$ cat src/rtl/ctt_pkg.sv
// ============================================================================
// ctt_pkg: shared types and constants of the command text tokenizer
// Character codes, scan modes, token kinds and the token record that travels
// from the lexer to the token queue.
// ============================================================================
package ctt_pkg;

  // Position counter width; lengths carry one more bit
  localparam int POS_WIDTH = 16;
  localparam int LEN_WIDTH = POS_WIDTH + 1;
  localparam int UNIT_WIDTH = 16;
  localparam int KIND_WIDTH = 3;
  localparam int MODE_WIDTH = 3;

  // Token queue depth (power of two)
  localparam int TQ_DEPTH = 4;
  localparam int TQ_AW = $clog2(TQ_DEPTH);

  // Scan modes
  localparam logic [MODE_WIDTH-1:0] MODE_IDLE     = 3'd0;
  localparam logic [MODE_WIDTH-1:0] MODE_SIGN     = 3'd1;
  localparam logic [MODE_WIDTH-1:0] MODE_NUMBER   = 3'd2;
  localparam logic [MODE_WIDTH-1:0] MODE_QUOTED   = 3'd3;
  localparam logic [MODE_WIDTH-1:0] MODE_UNQUOTED = 3'd4;

  // Token kinds
  localparam logic [KIND_WIDTH-1:0] KIND_LF     = 3'd0;
  localparam logic [KIND_WIDTH-1:0] KIND_SPACE  = 3'd1;
  localparam logic [KIND_WIDTH-1:0] KIND_NUMBER = 3'd2;
  localparam logic [KIND_WIDTH-1:0] KIND_SYMBOL = 3'd3;
  localparam logic [KIND_WIDTH-1:0] KIND_STRING = 3'd4;

  // Character codes
  localparam logic [UNIT_WIDTH-1:0] CH_LF     = 16'h000A;
  localparam logic [UNIT_WIDTH-1:0] CH_SPACE  = 16'h0020;
  localparam logic [UNIT_WIDTH-1:0] CH_QUOTE  = 16'h0022;
  localparam logic [UNIT_WIDTH-1:0] CH_PLUS   = 16'h002B;
  localparam logic [UNIT_WIDTH-1:0] CH_MINUS  = 16'h002D;
  localparam logic [UNIT_WIDTH-1:0] CH_DOT    = 16'h002E;
  localparam logic [UNIT_WIDTH-1:0] CH_ZERO   = 16'h0030;
  localparam logic [UNIT_WIDTH-1:0] CH_NINE   = 16'h0039;
  localparam logic [UNIT_WIDTH-1:0] CH_COLON  = 16'h003A;
  localparam logic [UNIT_WIDTH-1:0] CH_BSLASH = 16'h005C;

  typedef struct packed {
    logic [KIND_WIDTH-1:0] kind;
    logic [POS_WIDTH-1:0]  start;
    logic [LEN_WIDTH-1:0]  len;
    logic                  last;
    logic                  ovf;
  } token_t;

  // Up to two tokens produced by one code unit
  typedef struct packed {
    logic [1:0] cnt;
    token_t     t0;
    token_t     t1;
  } tok_pair_t;

  // Punctuation that stands alone outside strings
  function automatic logic is_common_punct(input logic [UNIT_WIDTH-1:0] c);
    logic hit;
    hit = 1'b0;
    case (c) inside
      16'h002C, 16'h0040, 16'h007E, 16'h005E, 16'h002F, 16'h0024, 16'h0026,
      16'h0027, 16'h0021, 16'h0023, 16'h0025, 16'h002A, 16'h003D, 16'h005B,
      16'h007B, 16'h005D, 16'h007D, 16'h005C, 16'h007C, 16'h003C, 16'h003E,
      16'h0060: hit = 1'b1;
      default:  hit = 1'b0;
    endcase
    return hit;
  endfunction

endpackage

$ cat src/rtl/command_text_tokenizer.sv
// ============================================================================
// command_text_tokenizer: streaming lexer for command text
// Turns UTF-16 code units into newline, space, number, symbol and string
// tokens, each given as kind, start position and length.
// ============================================================================
//
//  channel | direction | beat contents
//  --------+-----------+----------------------------------------------------
//  in_     | input     | code_unit, end_of_content
//  out_    | output    | token_kind, start_pos, token_len, last_in_run,
//          |           | pos_overflow
//
// One code unit is taken every cycle while the token queue has room. A beat
// is held in the input register, lexed once the queue has room and then
// written to the token queue, whose head offers its first token. A unit that
// closes one token and emits another needs two output beats; the four-entry
// token queue absorbs these. The input stalls while a beat waits in the input
// register and the queue has fewer than two free entries.
// Reset (rst_n low, synchronous) empties both registers and the queue and
// starts a new content at position 0.
module command_text_tokenizer (
  input  logic                             clk,
  input  logic                             rst_n,
  input  logic                             in_valid,
  output logic                             in_stall,
  input  logic [ctt_pkg::UNIT_WIDTH-1:0]   in_code_unit,
  input  logic                             in_end_of_content,
  output logic                             out_valid,
  input  logic                             out_stall,
  output logic [ctt_pkg::KIND_WIDTH-1:0]   out_token_kind,
  output logic [ctt_pkg::POS_WIDTH-1:0]    out_start_pos,
  output logic [ctt_pkg::LEN_WIDTH-1:0]    out_token_len,
  output logic                             out_last_in_run,
  output logic                             out_pos_overflow
);
  import ctt_pkg::*;

  logic                  in_vld_r;
  logic [UNIT_WIDTH-1:0] code_r;
  logic                  eoc_r;
  logic                  room;
  logic                  step_en;
  logic                  in_take;
  tok_pair_t             tok_pair;
  token_t                rd_tok;

  assign step_en  = in_vld_r && room;
  assign in_stall = in_vld_r && !room;
  assign in_take  = in_valid && !in_stall;

  // Input register
  always_ff @(posedge clk) begin
    if (!rst_n) begin
      in_vld_r <= 1'b0;
    end else if (in_take) begin
      in_vld_r <= 1'b1;
    end else if (step_en) begin
      in_vld_r <= 1'b0;
    end
  end

  always_ff @(posedge clk) begin
    if (in_take) begin
      code_r <= in_code_unit;
      eoc_r  <= in_end_of_content;
    end
  end

  ctt_lexer u_lexer (
    .clk     (clk),
    .rst_n   (rst_n),
    .step_en (step_en),
    .code    (code_r),
    .eoc     (eoc_r),
    .tok_o   (tok_pair)
  );

  ctt_tok_queue u_queue (
    .clk        (clk),
    .rst_n      (rst_n),
    .wr_i       (tok_pair),
    .room_o     (room),
    .rd_vld_o   (out_valid),
    .rd_stall_i (out_stall),
    .rd_tok_o   (rd_tok)
  );

  // Unpack the head token
  assign out_token_kind   = rd_tok.kind;
  assign out_start_pos    = rd_tok.start;
  assign out_token_len    = rd_tok.len;
  assign out_last_in_run  = rd_tok.last;
  assign out_pos_overflow = rd_tok.ovf;

  // A held input beat is lexed as soon as the queue has room
  a_step_when_room: assert property (@(posedge clk) disable iff (!rst_n)
    (in_vld_r && room) |=> (!in_vld_r || $past(in_take)))
    else $error("input beat held despite queue room");

  // Tokens are written only while a beat is lexed
  a_tok_needs_step: assert property (@(posedge clk) disable iff (!rst_n)
    (tok_pair.cnt != 2'd0) |-> step_en)
    else $error("tokens written without a lexed beat");

  // Delivered tokens are never empty
  a_len_nonzero: assert property (@(posedge clk) disable iff (!rst_n)
    out_valid |-> (out_token_len != '0))
    else $error("token of zero length delivered");

endmodule

$ cat src/rtl/ctt_lexer.sv
// ============================================================================
// ctt_lexer: scan state and per-unit token decision
// Classifies one registered code unit, updates the scan state and produces
// up to two tokens for the token queue.
// ============================================================================
module ctt_lexer (
  input  logic                             clk,
  input  logic                             rst_n,
  input  logic                             step_en,
  input  logic [ctt_pkg::UNIT_WIDTH-1:0]   code,
  input  logic                             eoc,
  output ctt_pkg::tok_pair_t               tok_o
);
  import ctt_pkg::*;

  logic [MODE_WIDTH-1:0] mode_r, mode_nxt;
  logic                  esc_r, esc_nxt;
  logic [POS_WIDTH-1:0]  open_r, open_nxt;
  logic [LEN_WIDTH-1:0]  pos_r;
  logic                  ovf_r, ovf_nxt;

  // Character classes
  logic is_lf, is_sp, is_dd, is_sign, is_sym, is_quote, is_bs, is_num, is_delim;

  assign is_lf    = (code == CH_LF);
  assign is_sp    = (code == CH_SPACE);
  assign is_dd    = ((code >= CH_ZERO) && (code <= CH_NINE)) || (code == CH_DOT);
  assign is_sign  = (code == CH_PLUS) || (code == CH_MINUS);
  assign is_sym   = is_common_punct(code) || (code == CH_COLON);
  assign is_quote = (code == CH_QUOTE);
  assign is_bs    = (code == CH_BSLASH);
  assign is_num   = is_dd || is_sign;
  assign is_delim = is_common_punct(code) || (code == CH_PLUS) || is_quote || is_sp || is_lf;

  // Saturated position of this unit and the counter after it
  logic                 sat;
  logic [POS_WIDTH-1:0] p;
  logic [LEN_WIDTH-1:0] incl, len_excl, len_incl;

  assign sat      = pos_r[POS_WIDTH];
  assign p        = sat ? {POS_WIDTH{1'b1}} : pos_r[POS_WIDTH-1:0];
  assign incl     = sat ? pos_r : pos_r + LEN_WIDTH'(1);
  assign len_excl = pos_r - {1'b0, open_r};
  assign len_incl = incl - {1'b0, open_r};
  assign ovf_nxt  = ovf_r | sat;

  // Fresh-start decision for the current unit
  logic                  f_emit;
  logic [KIND_WIDTH-1:0] f_kind;
  logic [MODE_WIDTH-1:0] f_mode;

  always_comb begin
    f_emit = 1'b0;
    f_kind = KIND_SYMBOL;
    f_mode = MODE_IDLE;
    if (is_lf) begin
      f_emit = 1'b1;
      f_kind = KIND_LF;
    end else if (is_sp) begin
      f_emit = 1'b1;
      f_kind = KIND_SPACE;
    end else if (is_dd) begin
      f_mode = MODE_NUMBER;
    end else if (is_sign) begin
      f_mode = MODE_SIGN;
    end else if (is_sym) begin
      f_emit = 1'b1;
    end else if (is_quote) begin
      f_mode = MODE_QUOTED;
    end else begin
      f_mode = MODE_UNQUOTED;
    end
  end

  // Close the open token and decide the next mode
  token_t a_tok, b_tok, c_tok;
  logic   a_vld, b_vld, c_vld, fresh;

  always_comb begin
    mode_nxt = mode_r;
    esc_nxt  = esc_r;
    open_nxt = open_r;
    a_vld    = 1'b0;
    fresh    = 1'b0;
    a_tok    = '0;
    a_tok.start = open_r;
    a_tok.kind  = KIND_SYMBOL;
    a_tok.len   = LEN_WIDTH'(1);
    unique case (mode_r)
      MODE_SIGN: begin
        if (is_dd) begin
          mode_nxt = MODE_NUMBER;
        end else begin
          a_vld = 1'b1;
          fresh = 1'b1;
        end
      end
      MODE_NUMBER: begin
        if (!is_num) begin
          a_vld      = 1'b1;
          a_tok.kind = KIND_NUMBER;
          a_tok.len  = len_excl;
          fresh      = 1'b1;
        end
      end
      MODE_QUOTED: begin
        if (esc_r) begin
          esc_nxt = 1'b0;
        end else if (is_bs) begin
          esc_nxt = 1'b1;
        end else if (is_quote) begin
          a_vld      = 1'b1;
          a_tok.kind = KIND_STRING;
          a_tok.len  = len_incl;
          mode_nxt   = MODE_IDLE;
        end
      end
      MODE_UNQUOTED: begin
        if (esc_r) begin
          esc_nxt = 1'b0;
        end else if (is_bs) begin
          esc_nxt = 1'b1;
        end else if (is_delim) begin
          a_vld      = 1'b1;
          a_tok.kind = KIND_STRING;
          a_tok.len  = len_excl;
          fresh      = 1'b1;
        end
      end
      default: begin
        fresh = 1'b1;
      end
    endcase
    if (fresh) begin
      esc_nxt  = 1'b0;
      mode_nxt = f_mode;
      open_nxt = p;
    end
  end

  // One-unit token of a fresh start
  always_comb begin
    b_vld       = fresh && f_emit;
    b_tok       = '0;
    b_tok.kind  = f_kind;
    b_tok.start = p;
    b_tok.len   = LEN_WIDTH'(1);
  end

  // Flush the open token at end of content
  always_comb begin
    c_vld       = 1'b0;
    c_tok       = '0;
    c_tok.start = open_nxt;
    c_tok.kind  = KIND_STRING;
    c_tok.len   = incl - {1'b0, open_nxt};
    if (eoc) begin
      unique case (mode_nxt) inside
        MODE_SIGN: begin
          c_vld      = 1'b1;
          c_tok.kind = KIND_SYMBOL;
          c_tok.len  = LEN_WIDTH'(1);
        end
        MODE_NUMBER: begin
          c_vld      = 1'b1;
          c_tok.kind = KIND_NUMBER;
        end
        MODE_QUOTED, MODE_UNQUOTED: begin
          c_vld = 1'b1;
        end
        default: c_vld = 1'b0;
      endcase
    end
  end

  // Pack tokens in order; mark the last one of this unit
  always_comb begin
    tok_o = '0;
    if (a_vld) begin
      tok_o.t0 = a_tok;
      if (b_vld) begin
        tok_o.t1  = b_tok;
        tok_o.cnt = 2'd2;
      end else if (c_vld) begin
        tok_o.t1  = c_tok;
        tok_o.cnt = 2'd2;
      end else begin
        tok_o.cnt = 2'd1;
      end
    end else if (b_vld) begin
      tok_o.t0  = b_tok;
      tok_o.cnt = 2'd1;
    end else if (c_vld) begin
      tok_o.t0  = c_tok;
      tok_o.cnt = 2'd1;
    end
    tok_o.t0.last = (tok_o.cnt == 2'd1);
    tok_o.t1.last = 1'b1;
    tok_o.t0.ovf  = ovf_nxt;
    tok_o.t1.ovf  = ovf_nxt;
    if (!step_en) begin
      tok_o.cnt = 2'd0;
    end
  end

  // Advance scan state; end of content starts a new content
  always_ff @(posedge clk) begin
    if (!rst_n) begin
      mode_r <= MODE_IDLE;
      esc_r  <= 1'b0;
      open_r <= '0;
      pos_r  <= '0;
      ovf_r  <= 1'b0;
    end else if (step_en) begin
      if (eoc) begin
        mode_r <= MODE_IDLE;
        esc_r  <= 1'b0;
        open_r <= '0;
        pos_r  <= '0;
        ovf_r  <= 1'b0;
      end else begin
        mode_r <= mode_nxt;
        esc_r  <= esc_nxt;
        open_r <= open_nxt;
        pos_r  <= incl;
        ovf_r  <= ovf_nxt;
      end
    end
  end

  // End of content returns the scan state to its start
  a_eoc_clears: assert property (@(posedge clk) disable iff (!rst_n)
    (step_en && eoc) |=> (mode_r == MODE_IDLE && pos_r == '0 && !ovf_r && !esc_r))
    else $error("scan state not cleared after end of content");

  // Escape is only pending inside a string
  a_esc_in_string: assert property (@(posedge clk) disable iff (!rst_n)
    esc_r |-> (mode_r == MODE_QUOTED || mode_r == MODE_UNQUOTED))
    else $error("escape pending outside a string");

  // Overflow flag only once the counter has saturated
  a_ovf_saturated: assert property (@(posedge clk) disable iff (!rst_n)
    ovf_r |-> (pos_r == {1'b1, {POS_WIDTH{1'b0}}}))
    else $error("overflow flag without a saturated counter");

  // A fresh one-unit token and a flush never come from the same unit
  a_tok_pair: assert property (@(posedge clk) disable iff (!rst_n)
    !(b_vld && c_vld))
    else $error("fresh one-unit token and flush in the same unit");

endmodule

$ cat src/rtl/ctt_tok_queue.sv
// ============================================================================
// ctt_tok_queue: result queue for tokens
// Takes zero, one or two tokens per cycle and delivers one token per beat.
// ============================================================================
module ctt_tok_queue (
  input  logic                clk,
  input  logic                rst_n,
  input  ctt_pkg::tok_pair_t  wr_i,
  output logic                room_o,
  output logic                rd_vld_o,
  input  logic                rd_stall_i,
  output ctt_pkg::token_t     rd_tok_o
);
  import ctt_pkg::*;

  token_t           mem_r [TQ_DEPTH];
  logic [TQ_AW-1:0] wr_ptr_r, rd_ptr_r;
  logic [TQ_AW:0]   count_r, count_nxt;
  logic             pop;

  assign room_o   = (count_r <= (TQ_AW+1)'(TQ_DEPTH - 2));
  assign rd_vld_o = (count_r != '0);
  assign rd_tok_o = mem_r[rd_ptr_r];
  assign pop      = rd_vld_o && !rd_stall_i;

  assign count_nxt = count_r + (TQ_AW+1)'(wr_i.cnt) - (TQ_AW+1)'(pop);

  // Store incoming tokens
  always_ff @(posedge clk) begin
    if (wr_i.cnt != 2'd0) begin
      mem_r[wr_ptr_r] <= wr_i.t0;
    end
    if (wr_i.cnt == 2'd2) begin
      mem_r[wr_ptr_r + TQ_AW'(1)] <= wr_i.t1;
    end
  end

  // Advance pointers and fill count
  always_ff @(posedge clk) begin
    if (!rst_n) begin
      wr_ptr_r <= '0;
      rd_ptr_r <= '0;
      count_r  <= '0;
    end else begin
      wr_ptr_r <= wr_ptr_r + TQ_AW'(wr_i.cnt);
      if (pop) begin
        rd_ptr_r <= rd_ptr_r + TQ_AW'(1);
      end
      count_r <= count_nxt;
    end
  end

  // Writes never exceed the free space
  a_no_overflow: assert property (@(posedge clk) disable iff (!rst_n)
    (wr_i.cnt != 2'd0) |-> (count_r + wr_i.cnt <= TQ_DEPTH))
    else $error("token queue overflow");

  // Fill count stays within depth
  a_count_range: assert property (@(posedge clk) disable iff (!rst_n)
    count_r <= TQ_DEPTH)
    else $error("token queue count out of range");

  // Pointer distance matches the fill count
  a_ptr_count: assert property (@(posedge clk) disable iff (!rst_n)
    (wr_ptr_r - rd_ptr_r) == count_r[TQ_AW-1:0])
    else $error("token queue pointers disagree with count");

endmodule
$ cat config.mk
export PLATFORM = sky130hd
export DESIGN_NAME = command_text_tokenizer
export DESIGN_NICKNAME = d
export VERILOG_FILES = /design/src/rtl/ctt_pkg.sv /design/src/rtl/command_text_tokenizer.sv /design/src/rtl/ctt_lexer.sv /design/src/rtl/ctt_tok_queue.sv
export SDC_FILE = /design/constraint.sdc
export NUM_CORES = 1
export LEC_CHECK = 0
export BUFFER_PORTS_ARGS = -buffer_cell sky130_fd_sc_hd__buf_2
export CAP_MARGIN = 20
export CORE_UTILIZATION = 35
export DETAILED_ROUTE_END_ITERATION = 8
export GPL_TIMING_DRIVEN = 0
export SLEW_MARGIN = 30
export SYNTH_ARGS = -nofsm -noshare
export SYNTH_HDL_FRONTEND = slang
export SYNTH_HIERARCHICAL = 1
export SYNTH_SLANG_ARGS = --single-unit
$ cat constraint.sdc
create_clock -name clk -period 6.7 [get_ports clk]
set_input_delay 0.335 -clock clk [delete_from_list [all_inputs] [get_ports clk]]
set_output_delay 0.335 -clock clk [all_outputs]
set_load 0.05 [all_outputs]
=== After elaboration in Yosys (flattened, before gate mapping) ===
Memory sizes are Yosys's and may differ from the RTL's. A register that Yosys moved wholly into a read port is not among the register bits.
Cells that the tools add are included.

* Add/sub/neg operators: 9
* Magnitude comparators: 3
* Equality and inequality tests: 39
* Muxes and demuxes: 81
* Bitwise gates (word level): 1
* Reductions and logical operators: 25

{| class="wikitable"
|+ Operator list
! kind !! count
|-
| 16-bit by 6-bit == test with 1-bit output (second input constant) || 18
|-
| 17-bit 2-to-1 mux || 11
|-
| 16-bit by 7-bit == test with 1-bit output (second input constant) || 10
|-
| 38-bit 2-to-1 mux || 3
|-
| 40-bit 2-to-1 mux || 2
|-
| 3-bit 2-to-1 mux || 19
|-
| 17-bit one-hot mux with 3 select lines || 1
|-
| 17-bit by 16-bit subtractor with 17-bit output || 3
|-
| 16-bit 2-to-1 mux || 3
|-
| 39-bit 2-to-1 mux || 1
|-
| 1-bit 2-to-1 mux || 29
|-
| 22-bit OR reduction || 1
|-
| 17-bit by 1-bit adder with 17-bit output (second input constant) || 1
|-
| 16-bit by 4-bit == test with 1-bit output (second input constant) || 1
|-
| 16-bit by 6-bit greater-or-equal comparator with 1-bit output (second input constant) || 1
|-
| 16-bit by 6-bit <= comparator with 1-bit output (second input constant) || 1
|-
| 2-bit 2-to-1 mux || 7
|-
| 3-bit by 2-bit == test with 1-bit output (second input constant) || 4
|-
| 3-bit one-hot mux with 2 select lines || 2
|-
| 3-bit one-hot mux with 3 select lines || 1
|-
| 1-bit logical OR || 8
|-
| 1-bit one-hot mux with 4 select lines || 2
|-
| 3-bit by 1-bit == test with 1-bit output (second input constant) || 2
|-
| 3-bit == test (second input constant) || 2
|-
| 15 further kinds || 25
|}

* Bits in registers: 63
* Bits in writable memories: 152
* Input port bits: 21
* Output and inout bits: 40
* Word-level logic and storage cells: 170
* Memories: 1

{| class="wikitable"
|+ Memory list
! name !! depth !! bits a word !! rd ports !! clocked after memory_dff !! wr ports !! line !! source
|-
| u_queue.mem_r || 4 || 38 || 1 || 1 || 2 || ctt_tok_queue.sv:16 || <nowiki>token_t mem_r [TQ_DEPTH];</nowiki>
|}

=== Longest topological paths before layout ===
Gate-level depths: netlist of the first run.

* Word-level depth: 23
* Gate-level depth with buffers: 23

=== Cells and area by module ===
Netlist of the first run, hierarchy kept.

{| class="wikitable"
|+ Modules (own cells, without submodules)
! module !! times used !! cells an instance !! area each (sq um) !! seq. area each (sq um)
|-
| ctt_tok_queue || 1 || 420 || 7,777.5 || 4,744.6
|-
| ctt_lexer || 1 || 773 || 5,620.4 || 760.7
|-
| command_text_tokenizer || 1 || 22 || 564.3 || 530.5
|}

=== Worst setup path after synthesis of the first run ===
No wires, ideal clock.

* Path kind: register to register
* From: reg code_r[1]
* To: mem u_queue/mem_r[0][0] (netlist name) (enable)
* Setup time: 0.490 ns
* Arrival: 5.693 ns
* Required time: 6.210 ns
* Setup slack: 0.517 ns
* Cell stages (with the launch flop): 13
* Period minus slack after synthesis: 6.183 ns
* Path through: edfxtp_1 buf_2 or4_1 o22ai_1 a32o_1 nor3_1 o32a_2 o41a_4 o21a_1 nand2_1 and4_1 nor2_1 o31ai_1

{| class="wikitable"
|+ RTL lines
! item !! line !! source
|-
| from (decl) || command_text_tokenizer.sv:39 || <nowiki>logic [UNIT_WIDTH-1:0] code_r;</nowiki>
|-
| from (signal assigned) || command_text_tokenizer.sv:64 || <nowiki>code_r <= in_code_unit;</nowiki>
|-
| to (decl) || ctt_tok_queue.sv:16 ||
|}

==> metrics.md, run 1 <==
| Metric | Value |
|---|---|
| Main synth FF type | edfxtp_1 |
| Num rows | 72 |
| Top-count cell post-synth | edfxtp_1 |
| Reg2reg start | code_r[14]$_DFFE_PP_ |
| RePlAce Congestion | 0.942 |
| Netlist cell types | 84 |
| CTS tree | yes |
| Routed WL per cell | 21.1 microns |
| 1st-iter DRT viols | 765 |
| Sw Share | 0.322 |
| Internal power | 2.87 mW |
| Hold depth | 2 |
| Tot Pwr | 4.24 mW |
| Total routed wirelength | 39500 microns |
| FFs w/ async S/R, synth | 0 |
| CTS Buf Count | 27 |
| Largest net degree at the start of global routing | 20 |
| Final net count | around 1400 |
| # setup viols final | 0 |
| Syn Nets | between 1000 and 1500 |
| Cell count after synthesis | roughly 1200 |
| Number of post-CTS setup repair buffers | 0 |
| CTS Root Cell | clkbuf_16 |
| CP required | 7.02 ns |
| Initial core utilization | 0.358 |
| Clock Tree Buf Depth | 3 |
| Post-route setup slack | 0.445 ns |
| HP Class | in2reg |
| Hold Crit Start | rst_n |
| Worst Max-Slew Pin Slew | 0.804 ns |
| EDFF count, synth | ~170 |
| DR vias | about 10000 |
| Synthesis-to-layout area growth | 16.5% |
| Combinational power share | 0.281 |
| Syn_area_per_cell | 11.5 sq um |
| Hold-fix buffers, CTS | 18 |
| CORE AREA | 39000 sq um |
| PwrDens | 261 nW/um^2 |
| Chip Height | 202 microns |
| Clk Latency, worst-skew pair | approximately 0.57 ns |
| Vias in the first global route | 10100 |
| R2r worst-path depth | 21 |
| Final non-filler cell total | 1870 |
| Met2 Use GR | 0.318 |
| Switch Pwr | 1.36 mW |
| Clock-pin slew on the worst setup and hold paths | 0.06 ns |
| Clk pwr share | 0.352 |
| Setup crit start kind | flop |
| Max Fclk | 0.160 GHz |
| Netlist area before placement | around 14000 sq um |
| Critical path type | reg2reg |
| Period utilisation layout | 0.934 |
| H-tree Lvls | 1 |
| DRT Pass-1 Iters | 5 |
| Dpl ws | 0.635 ns |
| Final Slew Violations | 0 |
| Sink Count | roughly 220 |
| Critical Path Max Stage Delay | 0.53 ns |
| Outcome | complete, no violations |
| Worst slew margin | 0.460 |
| Placed cell areas | 15200 sq um |
| Area of the multi-input gates | 7440 sq um |
| Area leader, netlist | edfxtp_1 |
| Reg2reg setup slack | 0.45 ns |
| Post-synth top cells | 169 x edfxtp_1, 163 x mux2_2, 82 x nor2_1 |
| Leakage | 5.85 nW |
| FILL cells | approximately 3700 |
| Ant diodes | 0 |
| CP startpoint | code_r[14]$_DFFE_PP_ |
| CP endpoint kind | flop |
| Clock skew | 0.0284 ns |
| Period minus WS final | about 6.3 ns |
| Placed cell count | 1803 |
| Vias per inst | 5.53 |
| GR Layer Usage met3 | 0.0288 |
| Share of layout cells above drive strength 1 | 0.287 |
| Ports | 61 |
| Global-route wire length before repair | 59500 microns |
| Synth top area cells | edfxtp_1 36%, mux2_2 13%, dfxtp_1 6.9%, mux4_2 6.1%, ha_1 4.8% |
| Total grt overflow | 0 |
| Critical Path Slowest Stage Cell | or4_1 |
| Total track usage | 0.191 |
| Critical path cell sequence | or4_1 -> or2_4 -> or3_1 -> a21oi_1 -> o32a_2 -> buf_6 -> buf_6 -> mux2i_1 -> inv_1 -> ha_1 -> fa_1 -> nor2b_1 -> o31a_1 -> o41a_1 -> nand4_1 -> a31oi_1 -> a31oi_1 -> o21ai_0 -> xor2_1 -> o221ai_1 -> mux2_1 |
| Crit path DAT | approximately 6.6 ns |
| DIE AREA | 40700 sq um |
| Maximum vdd drop | between 0.2 and 0.25 mV |
| Final instance area | around 16000 sq um |
| Max-cap violation count | 0 |
| Sequential cell area fraction in the yosys report | 0.432 |
| Final Hold Vio Count | 0 |
| Post-CTS sizing | 0 |
| Most used routing layer | met2 |
| Initial antenna violation count | 0 |
| CP Max Fanout | 10 |
| Synthesized flop and latch total | 217 |
| Area share of the largest cell type after synthesis | 0.363 |
| Storage cell area | a little over 6000 sq um |
| Unrepaired setup endpoints after global routing | no |
| GR Util met1 | 0.252 |
| Port Buffer Count | 60 |
| Syn. warnings | 6 |
| Die W | 202 microns |
| Antenna-violating nets left | 0 |
| Sequential share of power | 0.367 |
| Drt drc | 0 |
| Detail Placement HPWL | around 29000 microns |
cell type report:
cell class                 count  share of cell area
multi-input combinational    890               0.457
sequential                   217               0.371
timing repair buffer          88              0.0429
clock buffer                  29              0.0420
tap                          518              0.0399
buffer                        71              0.0242
clock inverter                20              0.0138
inverter                      37             0.00854
worst max-delay path: cells and delay by family, from the launching register on:
kind	cells	cell delay [ns]
multiplexers	2	0.69
adder cells (fa/ha/maj)	2	0.73
flip-flops	1	0.37
buffers and inverters	3	0.44
AND/OR/NAND/NOR	5	1.63
XOR/XNOR	1	0.24
AO/OA/AOI/OAI	8	1.93
state kept, by name (all words and copies together), names as in the netlist, 2 cells and up, named ones only:
| signal | flops |
|---|---|
| u_lexer/mode_r | 3 |
| u_queue/wr_ptr_r | 2 |
| u_queue/rd_ptr_r | 2 |
| code_r | 16 |
| u_lexer/pos_r | 17 |
| u_queue/count_r | 3 |
| u_queue/mem_r | 152 |
| u_lexer/open_r | 16 |
worst paths after layout:
kind / end
min: in_vld_r$_SDFFE_PN0P_
min reg2reg: u_lexer/ovf_r$_SDFFE_PN0P_
max: u_queue/mem_r[1][18]$_DFFE_PP_
max reg2reg: u_queue/mem_r[1][18]$_DFFE_PP_
routing by layer:
layer / vias to the layer above / routed length, microns
met5: - / 0
met4: 0 / 1460
met3: 80 / 1950
met2: 307 / 18600
met1: 5095 / 17500
li1: 4852 / -
cells in the final DEF (no fill, tap or decap), types with 8 or more instances in the layout:
cell type and instances:
buf_6 9, nand3_1 29, or3_1 11, buf_2 78
xnor2_1 35, clkbuf_1 31, a21o_1 8, dfxtp_1 48
buf_4 14, mux4_2 38, nand2b_1 15, inv_1 36
o21ai_0 31, nand2_1 61, o22ai_1 25, and3_1 14
ha_1 54, o21a_1 9, nor2b_1 32, a31oi_1 8
xor2_1 22, dlygate4sd3_1 18, and2_1 25, edfxtp_1 169
o31ai_1 11, clkbuf_16 27, nor2_1 81, nor3_1 27
a21oi_1 41, a22oi_1 15, mux2_2 163, nand4_1 8
metrics by stage:
stage / hold WS, ns / utilization / setup TNS (ns)
floorplan: 0.429 / - / 0
global placement: 0.447 / 0.382 / -163.94
global route: 0.107 / 0.417 / 0
CTS: 0.0870 / 0.417 / 0
finish: 0.105 / 0.417 / 0
detailed placement: 0.450 / 0.389 / 0
power by group through the flow:
| stage | Clock (mW) | Sequential [mW] | Combinational (mW) |
|---|---|---|---|
| final | 1.49 | 1.56 | 1.19 |
| after global routing | 1.58 | 1.56 | 1.27 |
| after CTS | 1.53 | 1.56 | 1.20 |
| after detailed placement | 0 | 1.58 | 1.18 |
| after global placement | 0 | 1.59 | 1.16 |
| after floorplan | 0 | 1.57 | 0.906 |
cells by family after synthesis:
family | Yosys count | share of synthesized area
AND/OR/NAND/NOR | 347 | 0.132
AO/OA/AOI/OAI | 217 | 0.108
flip-flops | 217 | 0.432
multiplexers | 210 | 0.200
buffers and inverters | 108 | 0.0382
adder cells (fa/ha/maj) | 58 | 0.0541
XOR/XNOR | 57 | 0.0358
other | 1 | 0.000269
(Power assumes the default switching activity.)
==> run 2: changes to the inputs <==
CORE_ASPECT_RATIO = 0.9   (was not set)
==> run 2 against run 1 <==
  * Clock power grew 4%
  * First-iteration DRC count rose by 3.1%
  * Critical path depth is the same
  * Clock skew is 0.013 ns lower
  * Via count rose by 0.79%
  * Final area up 0.25%
  * Routed wire length down 0.42%
  * Critical endpoint unchanged
  * Largest cell class unchanged
  * Highest routed layer unchanged
==> metrics.md, run 2 (synthesis results as in run 1) <==
| Metric | Value |
|---|---|
| Outcome | complete, no violations (unchanged) |
| Drt drc | 0 (unchanged) |
| Worst Hold End | in_vld_r$_SDFFE_PN0P_ (unchanged) |
| Global-route wire length before repair | 60100 microns (was 59500 microns) |
| Final Hold Vio Count | 0 (unchanged) |
| Max reg flops | 152 (unchanged) |
| Dpl ws | 0.630 ns (was 0.635 ns) |
| RePlAce Congestion | 0.983 (was 0.942) |
| Ant diodes | 0 (unchanged) |
| CORE AREA | 39400 sq um (was 39000 sq um) |
| Top Registers | u_queue/mem_r (152), u_lexer/pos_r (17) (unchanged) |
| Vias in the first global route | 10300 (was 10100) |
| Area of the multi-input gates | 7440 sq um (unchanged) |
| Port Buffer Count | 60 (unchanged) |
| Final Slew Violations | 0 (unchanged) |
| Setup crit start kind | flop (unchanged) |
| Most frequent cells in the layout | 169 x edfxtp_1, 163 x mux2_2, 81 x nor2_1 (unchanged) |
| Die W | 213 microns (was 202 microns) |
| Share of layout cells above drive strength 1 | 0.285 (was 0.287) |
| Max Fclk | 0.159 GHz (was 0.160 GHz) |
| Num rows | 69 (was 72) |
| # setup viols final | 0 (unchanged) |
| Period utilisation layout | 0.936 (was 0.934) |
| CTS tree | yes (unchanged) |
| RR Endpoint | u_queue/mem_r[1][18]$_DFFE_PP_ (unchanged) |
| DIE AREA | 40700 sq um (about the same) |
| Reg2reg start | code_r[15]$_DFFE_PP_ (was code_r[14]$_DFFE_PP_) |
| Hold depth | 2 (unchanged) |
| Period minus WS final | 6.27 ns (was 6.25 ns) |
| Post-CTS sizing | 0 (unchanged) |
| Chip Height | 191 microns (was 202 microns) |
| H-tree Lvls | 1 (unchanged) |
| Clock-pin slew on the worst setup and hold paths | 0.06 ns (about the same) |
| Max-cap violation count | 0 (unchanged) |
| Detail Placement HPWL | 29300 microns (was 29000 microns) |
| Final net count | 1410 (was 1411) |
| Vias per inst | 5.54 (was 5.53) |
| Total grt overflow | 0 (unchanged) |
| Worst slew margin | 0.459 (was 0.460) |
| 1st-iter DRT viols | 789 (was 765) |
| Reg2reg setup slack | 0.43 ns (was 0.45 ns) |
| CP required | 7.00 ns (was 7.02 ns) |
| DRT Pass-1 Iters | 7 (was 5) |
| FILL cells | 3761 (was 3670) |
| CP endpoint kind | flop (unchanged) |
| CP Max Fanout | 10 (unchanged) |
| Worst Max-Slew Pin Slew | 0.805 ns (was 0.804 ns) |
| Total routed wirelength | 39300 microns (was 39500 microns) |
| Crit path DAT | 6.57 ns (was 6.58 ns) |
| Final setup TNS | 0 ns (unchanged) |
| DR vias | 10400 (was 10300) |
| R2r worst-path depth | 21 (unchanged) |
| CTS Buf Count | 26 (was 27) |
| Hold Crit Start | rst_n (unchanged) |
| Most common cell after layout, fill and taps aside | edfxtp_1 (unchanged) |
| Maximum vdd drop | 0.176 mV (was 0.223 mV) |
| Clk Latency, worst-skew pair | 0.56 ns (was 0.57 ns) |
| Routed WL per cell | 20.9 microns (was 21.1 microns) |
| Ports | 61 (unchanged) |
| Largest net degree at the start of global routing | 21 (was 20) |
| Clock skew | 0.0156 ns (was 0.0284 ns) |
| Antenna-violating nets left | 0 (unchanged) |
| Number of post-CTS setup repair buffers | 0 (unchanged) |
| Sink Count | 217 (unchanged) |
| Leakage | 5.86 nW (was 5.85 nW) |
| Total track usage | 0.195 (was 0.191) |
| Storage cell area | 6040 sq um (unchanged) |
| Hold-fix buffers, CTS | 18 (unchanged) |
| PwrDens | 264 nW/um^2 (was 261 nW/um^2) |
| Post-route setup slack | 0.430 ns (was 0.445 ns) |
| Unrepaired setup endpoints after global routing | no (unchanged) |
| Initial core utilization | 0.355 (was 0.358) |
| Synthesis-to-layout area growth | 16.8% (was 16.5%) |
| CTS Root Cell | clkbuf_16 (unchanged) |
| Initial antenna violation count | 0 (unchanged) |
| HP Class | in2reg (unchanged) |
| Critical path type | reg2reg (unchanged) |
| Clock Tree Buf Depth | 3 (unchanged) |
| Reg with most FFs | u_queue/mem_r (unchanged) |
[run 2: power breakdown]
group / leakage, nW / internal (mW) / total, mW / switching, mW
clock: 0.450 / 0.977 / 1.55 / 0.573
sequential: 1.95 / 1.53 / 1.56 / 0.0267
combinational: 3.46 / 0.448 / 1.19 / 0.741
[run 2: worst max path at each step]
stage | start | end | depth (start not counted) | slack, ns
CTS | code_r[15]$_DFFE_PP_ | u_queue/mem_r[1][18]$_DFFE_PP_ | 21 | 0.60
finish | code_r[15]$_DFFE_PP_ | u_queue/mem_r[1][18]$_DFFE_PP_ | 21 | 0.43
global placement | code_r[1]$_DFFE_PP_ | u_queue/mem_r[0][18]$_DFFE_PP_ | 11 | -2.82
floorplan | code_r[1]$_DFFE_PP_ | u_queue/mem_r[0][0]$_DFFE_PP_ | 12 | 0.52
global route | code_r[15]$_DFFE_PP_ | u_queue/mem_r[1][18]$_DFFE_PP_ | 21 | 0.20
detailed placement | code_r[15]$_DFFE_PP_ | u_queue/mem_r[1][18]$_DFFE_PP_ | 21 | 0.63
[run 2: stage by stage]
| stage | std cells | area [sq um] | hold slack (ns) | util | power (mW) |
|---|---|---|---|---|---|
| 2_1_floorplan | 1215 | 14000 | 0.429 | - | 2.48 |
| 3_3_place_gp | 1807 | 14900 | 0.447 | 0.379 | 2.75 |
| 3_5_place_dp | 1817 | 15200 | 0.460 | 0.386 | 2.76 |
| 4_1_cts | 1880 | 16300 | 0.101 | 0.414 | 4.33 |
| 5_1_grt | 1880 | 16300 | 0.115 | 0.414 | 4.47 |
| 6_report | 1880 | 16300 | 0.112 | 0.414 | 4.30 |
[run 2: worst max-delay path, cell delays in order (launching register included)]
cell      delay (ns)
edfxtp_1        0.34
or4_1           0.54
or2_4           0.30
or3_1           0.43
nor3_1          0.15
o32a_2          0.24
buf_6           0.18
buf_6           0.17
mux2i_1         0.25
inv_1           0.09
ha_1            0.27
fa_1            0.44
nor2b_1         0.20
o31a_1          0.21
o41a_1          0.23
nand4_1         0.18
a31oi_1         0.29
a31oi_1         0.18
o21ai_0         0.24
xor2_1          0.27
o221ai_1        0.36
mux2_1          0.42
[run 2: layout make-up]
class | count | share of cell area
Sequential cell | 217 | 0.370
Buffer | 71 | 0.0242
Tap cell | 532 | 0.0408
Timing Repair Buffer | 88 | 0.0426
Clock inverter | 16 | 0.0167
Inverter | 37 | 0.00852
Multi-Input combinational cell | 890 | 0.456
Clock buffer | 29 | 0.0406
[run 2: layer usage]
| layer | wire length [microns] | GRT usage | vias to the layer above |
|---|---|---|---|
| met5 | 0 | 0 | - |
| met4 | 1480 | 0.0692 | 0 |
| met3 | 2460 | 0.0294 | 73 |
| met2 | 17800 | 0.311 | 372 |
| met1 | 17600 | 0.266 | 5108 |
| li1 | - | - | 4863 |
